**config.mk**
```make
export PLATFORM = sky130hd
export DESIGN_NAME = mst_ctrl
export DESIGN_NICKNAME = d
export VERILOG_FILES = /design/src/mst_pkg.sv /design/src/mst_ctrl.sv
export SDC_FILE = /design/constraint.sdc
export NUM_CORES = 1
export LEC_CHECK = 0
export ABC_AREA = 1
export BUFFER_PORTS_ARGS = -buffer_cell sky130_fd_sc_hd__buf_4
export CAP_MARGIN = 15
export CORE_MARGIN = 4
export CORE_UTILIZATION = 25
export DETAILED_ROUTE_END_ITERATION = 16
export HOLD_SLACK_MARGIN = 0.1
export PLACE_DENSITY_LB_ADDON = 0.05
export SLEW_MARGIN = 40
export SYNTH_ARGS = -nofsm -noshare
export SYNTH_HDL_FRONTEND = slang
export SYNTH_SLANG_ARGS = --single-unit
```
**constraint.sdc**
```tcl
create_clock -name clk -period 1 [get_ports clk]
set_input_delay 0.05 -clock clk [delete_from_list [all_inputs] [get_ports clk]]
set_output_delay 0.05 -clock clk [all_outputs]
set_load 0.03 [all_outputs]
```
**src/mst_pkg.sv**
```systemverilog
// Package with shared types and constants of the minimum spanning tree engine.
`timescale 1ns / 1ps
package mst_pkg;
	localparam int NODE_W  = 4;
	localparam int COST_W  = 16;
	localparam int TOTAL_W = 20;
	localparam logic [COST_W-1:0]  NO_EDGE   = 16'hFFFF;
	localparam logic [TOTAL_W-1:0] TOTAL_MAX = 20'hFFFFF;

	typedef struct packed {
		logic [NODE_W-1:0] row_node;
		logic [NODE_W-1:0] col_node;
		logic [COST_W-1:0] edge_cost;
		logic              final_entry;
	} req_t;

	typedef struct packed {
		logic [NODE_W-1:0]  tree_from;
		logic [NODE_W-1:0]  tree_to;
		logic [COST_W-1:0]  tree_cost;
		logic [TOTAL_W-1:0] running_total;
		logic               disconnected;
		logic               last_edge;
	} res_t;

	typedef struct packed {
		logic load;
		logic row_start;
		logic issue;
		logic decide;
	} ctl_cmd_t;

	typedef struct packed {
		logic final_acc;
		logic col_last;
		logic row_last;
		logic out_fire;
		logic done;
	} ctl_sts_t;
endpackage

```
**src/mst_ctrl.sv**
```systemverilog
// Controller state machine that sequences loading, scan rounds and result output.
`timescale 1ns / 1ps
module mst_ctrl (
	input  logic              clk,
	input  logic              arst_n,
	input  mst_pkg::ctl_sts_t sts,
	output mst_pkg::ctl_cmd_t cmd
);
	import mst_pkg::*;

	typedef enum logic [5:0] {
		S_IDLE   = 6'b000001,
		S_ROW    = 6'b000010,
		S_SCAN   = 6'b000100,
		S_DRAIN  = 6'b001000,
		S_DECIDE = 6'b010000,
		S_EMIT   = 6'b100000
	} state_t;

	state_t state_q, state_d;

	always_comb begin
		state_d = state_q;
		cmd = '0;
		unique case (state_q)
			S_IDLE: begin
				cmd.load = 1'b1;
				if (sts.final_acc) state_d = S_ROW;
			end
			S_ROW: begin
				cmd.row_start = 1'b1;
				state_d = S_SCAN;
			end
			S_SCAN: begin
				cmd.issue = 1'b1;
				if (sts.col_last) state_d = sts.row_last ? S_DRAIN : S_ROW;
			end
			S_DRAIN: state_d = S_DECIDE;
			S_DECIDE: begin
				cmd.decide = 1'b1;
				state_d = S_EMIT;
			end
			S_EMIT: begin
				if (sts.out_fire) state_d = sts.done ? S_IDLE : S_ROW;
			end
			default: state_d = S_IDLE;
		endcase
	end

	always_ff @(posedge clk or negedge arst_n) begin
		if (!arst_n) state_q <= S_IDLE;
		else state_q <= state_d;
	end

`ifndef SYNTHESIS
	a_state_onehot: assert property (@(posedge clk) disable iff (!arst_n) $onehot(state_q))
		else $error("Controller state is not one-hot.");
	a_emit_hold: assert property (@(posedge clk) disable iff (!arst_n)
		(state_q == S_EMIT && !sts.out_fire) |=> state_q == S_EMIT)
		else $error("Controller left the output state before the result was taken.");
	a_decide_once: assert property (@(posedge clk) disable iff (!arst_n)
		cmd.decide |=> !cmd.decide)
		else $error("Two decisions in a row.");
`endif
endmodule

```
After elaboration in Yosys (flattened, before gate mapping)
Cells that the tools add are included.

Eq/ne operators: 9. Reductions and logical operators: 1. Muxes and demuxes: 10.

Operators with widths (count): one-hot mux 6 bit (6 select lines) (1); two-way mux 6 bit (3); == test 6 x 1 -> 1 bit (second input constant) (1); == test 6 x 2 -> 1 bit (second input constant) (1); == test 6 x 3 -> 1 bit (second input constant) (1); == test 6 x 4 -> 1 bit (second input constant) (1); == test 6 x 5 -> 1 bit (second input constant) (1); == test 6 bit (second input constant) (1); != test 2 bit (second input constant) (3); two-way mux 1 bit (4); two-way mux 4 bit (1); AND reduction 3 bit (1); two-way mux 2 bit (1).

Output and inout port bits: 4. Input port bits: 7. Word-level logic and storage cells: 21. Flip-flop bits (word level): 6.

Longest topological paths before layout
Gate-level depths: netlist of the first run.

Word-level depth: 3. Depth in mapped cells: 8. Mapped depth without buffers: 8.

Worst setup path after synthesis of the first run
Ideal clock, no wire load.

Path type: register to register. Start point: register state_q[1]. End point: register state_q[3]. Arrival time: 1.074 ns. Slack: -0.145 ns. Buffers on the path: 0. Required time: 0.929 ns. Clock period less this slack: 1.145 ns. Stages on the path, launching flop included: 8. Setup time: 0.071 ns. Cell sequence: dfrtp_1 -> inv_2 -> nand2_4 -> nor2_2 -> nand2_2 -> inv_1 -> nand2_1 -> nor2_1.

Longest elaborated chain between the ends: 3. Elaborated cells between the ends (all ways): 11. Classes of those cells: eq/ne: 9; mux: 1; reduce/logical: 1.

Ends and longest elaborated chain: from (decl) (RTL line mst_ctrl.sv:20) `state_t state_q, state_d;`; from (signal assigned) (RTL line mst_ctrl.sv:52) `else state_q <= state_d;`; == test 6 x 1 -> 1 bit (tied with other cells) (RTL line mst_ctrl.sv:25) `unique case (state_q)`; != test 2 bit (no line); AND reduction 3 bit (no line).

Several ways; a longest one is shown, not always the timed one. A chain may end at the register's enable or synchronous reset.

==> flow_summary_export.csv, run 1 <==
group,metric,value,unit
pwr,power_density,2510,mW/mm2
critical_path,crit_slowest_cell,"dfstp_2",
synth,yosys_warnings,0,
clock_tree,clk_pin_slew,0.05,ns
synth,synth_top_area_frac,0.308,
sta,tightest_slew,0.217,ns
critical_path,worstPathRequired,0.95,ns
synth,synthXorXnorAreaFrac,0,
critical_path,critPathMaxStageDelay,0.53,ns
routing,wl_per_cell,10.1,um
sta,final.setup.tns,-2.24,ns
synth,synth_edf_count,0,
critical_path,crit_family,"flip-flops",
synth,synth_seq_cells,6,
synth,synthTopCellsByCount,"nand2_1 (12), nor2_1 (10), inv_1 (7)",
sta,finalSetupViolCount,10,
sta,finalHoldViolations,0,
critical_path,critPathMostFrequentCell,"buf_6",
synth,synth-main-ff-cell,"dfrtp_1",
synth,syn_area_per_cell,7.01,um2
routing,viasPerCell,4.30,
run_status,violations,"setup timing",
synth,synth-compound-area-share,0.0492,
critical_path,worstSetupPathType,"reg2out",
final_layout,syn_to_final_growth,97.2,%
critical_path,rr_endpoint,"state_q[1]",
synth,synth_top_family_by_area,"simple AND/OR/NAND/NOR gates",
routing,dr_total_vias,477,
final_layout,layout-drive-gt1-share,0.705,
routing,drtPass1Iterations,4,
critical_path,rr_startpoint,"state_q[0]",
pwr,ir_worst_vdd,1.26,mV
sta,clock_skew,0.0109,ns
die,die_x,48.3,um
final_layout,top_register,"state_q",
routing,drt-initial-drc-count,5,
critical_path,end_kind,"output port",
clock_tree,clkSinkCount,6,
min_path,min_path_type,"in2reg",
synth,async_flop_share,1.00,
min_path,whs_endpoint,"state_q[0]",
grt,grt_pass1_vias,484,
routing,drt_wl_total,1120,um
synth,synth_cell_types,17,
place,gp_congestion,0.690,
routing,antenna_left,0,
grt,grt_antenna_before_repair,0,
min_path,min_from,"sts[0]",
sta,max_freq,748,MHz
clock_tree,cts_tree,"done",
critical_path,crit_chain,"inv_2 > nand2_4 > nor2_4 > nand2_2 > buf_6 > inv_4 > buf_6",
synth,netlist_area,407,um2
clock_tree,cts_root_buf,"clkbuf_4",
routing,drc_errors,0,
sta,fin_crit_sh,1.34,
die,coreArea,0.00152,mm2
flow_run,maxCapViolCount,0,
final_layout,largest_reg_flops,6,
synth,synth_largest_area_cell,"dfrtp_1",
grt,overflow,0,
sta,slew_headroom,0.855,
sta,rsz0062_at_grt,"yes",
critical_path,worstPathBufferInverterCount,4,
die,initial_core_util,0.267,
critical_path,r2r_slack,-0.26,ns
sta,holdWs,0.124,ns
die,row_count,14,
synth,synth_fa_ha_area_frac,0,
final_layout,num_antenna_cells,0,
clock_tree,cts-buffers-inserted,3,
grt,grt_max_degree,7,
die,die_area,0.00234,mm2
die,pin_count,11,
place,dp_hpwl,744,um
critical_path,rr_worst_depth,9,
final_layout,final_util,0.526,
final_layout,reg_top3,"state_q: 6 flops",
critical_path,path_max_fanout,3,
pwr,power,2.01,mW
grt,grt_first_pass_wirelength,1840,um
clock_tree,htree_levels,1,
critical_path,start_kind,"flip-flop",
clock_tree,clk_latency,0.26,ns
die,die_h,48.3,um
min_path,hold_depth,5,
sta,drv_slew,0,
synth,synth_most_common_cell,"nand2_1",
sta,worst_slack,-0.336,ns
grt,track_usage,0.101,
sta,min_period,1.34,ns
clock_tree,clockBufferDepth,2,
synth,synth-seq-area-share,0.372,
synth,syn-num-nets,65,
final_layout,nets,103,
synth,synth_simple_gate_area_frac,0.468,
final_layout,stdcell_count,111,
critical_path,arrival,1.29,ns
place,dp.cells,94,
place,numPortBuffers,10,
synth,synth_area_leaders,"dfrtp_1 (31%), nand2_1 (11%), nor2_1 (9.2%)",
pwr,cellLeakagePower,0.429,nW
synth,synthMuxAreaShare,0,
synth,synth_cells,58,
run_status,status,"complete, but fails checks",
## placed cells by master, fill, tap and decap left out, drive strengths merged
| master | instances |
|---|---|
| and2 | 1 |
| buf | 30 |
| clkbuf | 4 |
| dfrtp | 5 |
| dfstp | 1 |
| dlygate4sd3 | 3 |
| inv | 12 |
| nand2 | 16 |
| nand3 | 1 |
| nand3b | 2 |
| nor2 | 15 |
| nor4 | 1 |
| o21ai | 4 |
## layout make-up
class / count / area [um2]
timing repair buffer: 33 / 278
clock buffer: 4 / 26.3
inverter: 12 / 47.5
fill: 149 / 722
sequential: 6 / 151
tap: 16 / 20.0
multi-input combinational: 40 / 279
## per-layer routing
| layer | part of all wire | routed length, um | vias up | track usage |
|---|---|---|---|---|
| met4 | 0 | 0 | 0 | 0.0138 |
| met2 | 0.56 | 631 | 11 | 0.183 |
| met3 | 0.075 | 84 | 0 | 0.0583 |
| li1 | - | - | 245 | - |
| met5 | 0 | 0 | - | 0 |
| met1 | 0.36 | 408 | 221 | 0.101 |
## report_power, final
part | leakage, nW | internal (mW) | total [mW] | switching [mW]
combinational | 0.336 | 0.651 | 1.38 | 0.731
sequential | 0.0785 | 0.325 | 0.366 | 0.0406
clock | 0.0150 | 0.153 | 0.261 | 0.109
## through the flow
step	setup WS (ns)	instance area, um2
2_1_floorplan	-0.145	407
3_3_place_gp	-0.212	577
3_5_place_dp	-0.213	577
4_1_cts	-0.348	746
5_1_grt	-0.390	802
6_report	-0.336	802
## how the worst max path moves through the flow
stage | startpoint | to | slack (ns) | cells after the start
4_1_cts | state_q[0] | cmd[1] | -0.35 | 7
2_1_floorplan | state_q[1] | state_q[3] | -0.15 | 7
3_3_place_gp | state_q[0] | state_q[3] | -0.21 | 7
6_report | state_q[0] | cmd[1] | -0.34 | 7
3_5_place_dp | state_q[0] | state_q[1] | -0.21 | 7
5_1_grt | state_q[0] | cmd[3] | -0.39 | 5
## repair_timing
action                     CTS  global route
setup endpoints to repair    9            10
hold endpoints to repair     8             0
pin swaps                    7             7
resized for setup           21            11
buffers inserted            10             6
hold buffers                 3             0
## kinds of logic after synthesis
family | after synthesis
flip-flops | 6
buffers and inverters | 12
AO/OA/AOI/OAI | 4
AND/OR/NAND/NOR | 36
## worst register-to-register path, delay by kind of cell, from the launching register on
family	cells	cell delay, ns
buffers and inverters	3	0.22
flip-flops	1	0.53
AND/OR/NAND/NOR	6	0.44
(Power assumes the default switching activity.)
==> inputs of run 2 (changes only) <==
==> constraint.sdc (replaced) <==
create_clock -name clk -period 1.5 [get_ports clk]
set_input_delay 0.075 -clock clk [delete_from_list [all_inputs] [get_ports clk]]
set_output_delay 0.075 -clock clk [all_outputs]
set_load 0.03 [all_outputs]
==> flow_summary_export.csv, run 2 (synthesis gave the netlist of run 1 again) <==
group,metric,value,unit
run_status,status,"finished, final reports clean",
die,initial_core_util,0.267,
sta,worst_slack,0.138,ns
die,coreArea,0.00152,mm2
sta,fin_crit_sh,0.908,
sta,min_period,1.36,ns
final_layout,final_cell_mix,"nand2_1 (12), nor2_1 (10), buf_4 (10)",
sta,max_freq,734,MHz
clock_tree,cts-buffers-inserted,3,
final_layout,final_common_cell,"nand2_1",
clock_tree,htree_levels,1,
sta,clock_skew,0.0143,ns
min_path,min_from,"sts[1]",
sta,tightest_slew,0.214,ns
routing,dr_wl_met3,56,um
flow_run,maxCapViolCount,0,
sta,drv_slew,0,
clock_tree,cts_root_buf,"clkbuf_4",
grt,grt_antenna_before_repair,0,
final_layout,largest_reg_flops,6,
die,die_x,48.3,um
critical_path,end_kind,"output port",
final_layout,top_register,"state_q",
pwr,power_density,1700,mW/mm2
sta,final.setup.tns,0,ns
grt,grt_first_pass_wirelength,1560,um
sta,rsz0062_at_grt,"no",
routing,route.top_layer_used,"met4",
routing,drc_errors,0,
grt,grt_max_degree,7,
pwr,power,0.968,mW
critical_path,path_max_fanout,3,
die,row_count,14,
critical_path,arrival,1.29,ns
routing,antenna_left,0,
final_layout,num_antenna_cells,0,
routing,drt-initial-drc-count,4,
place,place_ws,0.295,ns
critical_path,rr_startpoint,"state_q[0]",
final_layout,reg_top3,"state_q: 6 flops",
sta,finalHoldViolations,0,
clock_tree,clockBufferDepth,2,
routing,drtPass1Iterations,2,
grt,track_usage,0.0878,
clock_tree,ctsHoldBuffers,4,
clock_tree,cts_resized,0,
final_layout,nets,84,
place,numPortBuffers,10,
sta,slew_headroom,0.856,
clock_tree,clk_latency,0.25,ns
routing,drt_wl_total,830,um
pwr,ir_worst_vdd,0.787,mV
sta,finalSetupViolCount,0,
final_layout,stdcell_count,92,
pwr,cellLeakagePower,0.333,nW
critical_path,start_kind,"flip-flop",
routing,wl_met1,363,um
clock_tree,cts_tree,"done",
die,die_area,0.00234,mm2
die,pin_count,11,
grt,grt_pass1_vias,379,
place,dp_hpwl,688,um
critical_path,worstSetupStartpoint,"state_q[0]",
place,gp_congestion,0.690,
place,dp.cells,84,
routing,viasPerCell,4.18,
routing,met2_length,398,um
clock_tree,clk_pin_slew,0.05,ns
routing,dr_total_vias,385,
clock_tree,clkSinkCount,6,
final_layout,layout-drive-gt1-share,0.382,
critical_path,worstPathRequired,1.42,ns
die,die_h,48.3,um
grt,overflow,0,
routing,wl_per_cell,9.02,um
clock_tree,post_cts_buffers,0,
final_layout,syn_to_final_growth,39.7,%
min_path,min_path_type,"in2reg",
critical_path,worstSetupPathType,"reg2out",
[run 2: where the power goes]
| part | internal (mW) | switching [mW] |
|---|---|---|
| clock | 0.101 | 0.0582 |
| sequential | 0.217 | 0.0276 |
| combinational | 0.204 | 0.361 |
| total | 0.521 | 0.447 |
[run 2: final timing paths]
| path | endpoint | slack (ns) | cells after the start |
|---|---|---|---|
| max in group asynchronous | state_q[0] | 1.11 | 2 |
| min reg2reg | state_q[4] | 0.48 | 1 |
| min in group asynchronous | state_q[4] | 0.17 | 2 |
| min | state_q[5] | 0.11 | 3 |
| max | cmd[3] | 0.14 | 5 |
| max reg2reg | state_q[1] | 0.30 | 7 |
[run 2: through the flow]
step	area [um2]	utilization	hold slack, ns
after floorplan	407	-	-0.221
after CTS	568	0.373	0.109
after detailed placement	502	0.329	-0.113
after global routing	568	0.373	0.123
after global placement	502	0.329	-0.110
final	568	0.373	0.111
[run 2: per-layer routing]
layer,vias to the layer above,track usage
met3,2,0.0521
met4,0,0.0415
met2,8,0.124
met1,163,0.105
li1,212,-
met5,-,0
[run 2: layout make-up]
| class | instances | area [um2] |
|---|---|---|
| sequential | 6 | 151 |
| clock buffer | 4 | 26.3 |
| tap | 16 | 20.0 |
| timing repair buffer | 14 | 115 |
| fill | 151 | 956 |
| multi-input combinational | 40 | 210 |
| inverter | 12 | 45.0 |
[run 2: worst max-delay path, cell delays in order (launching register included)]
cell	delay [ns]
dfstp_2	0.52
inv_2	0.05
nor2_1	0.17
nand2_1	0.10
inv_1	0.06
buf_4	0.15
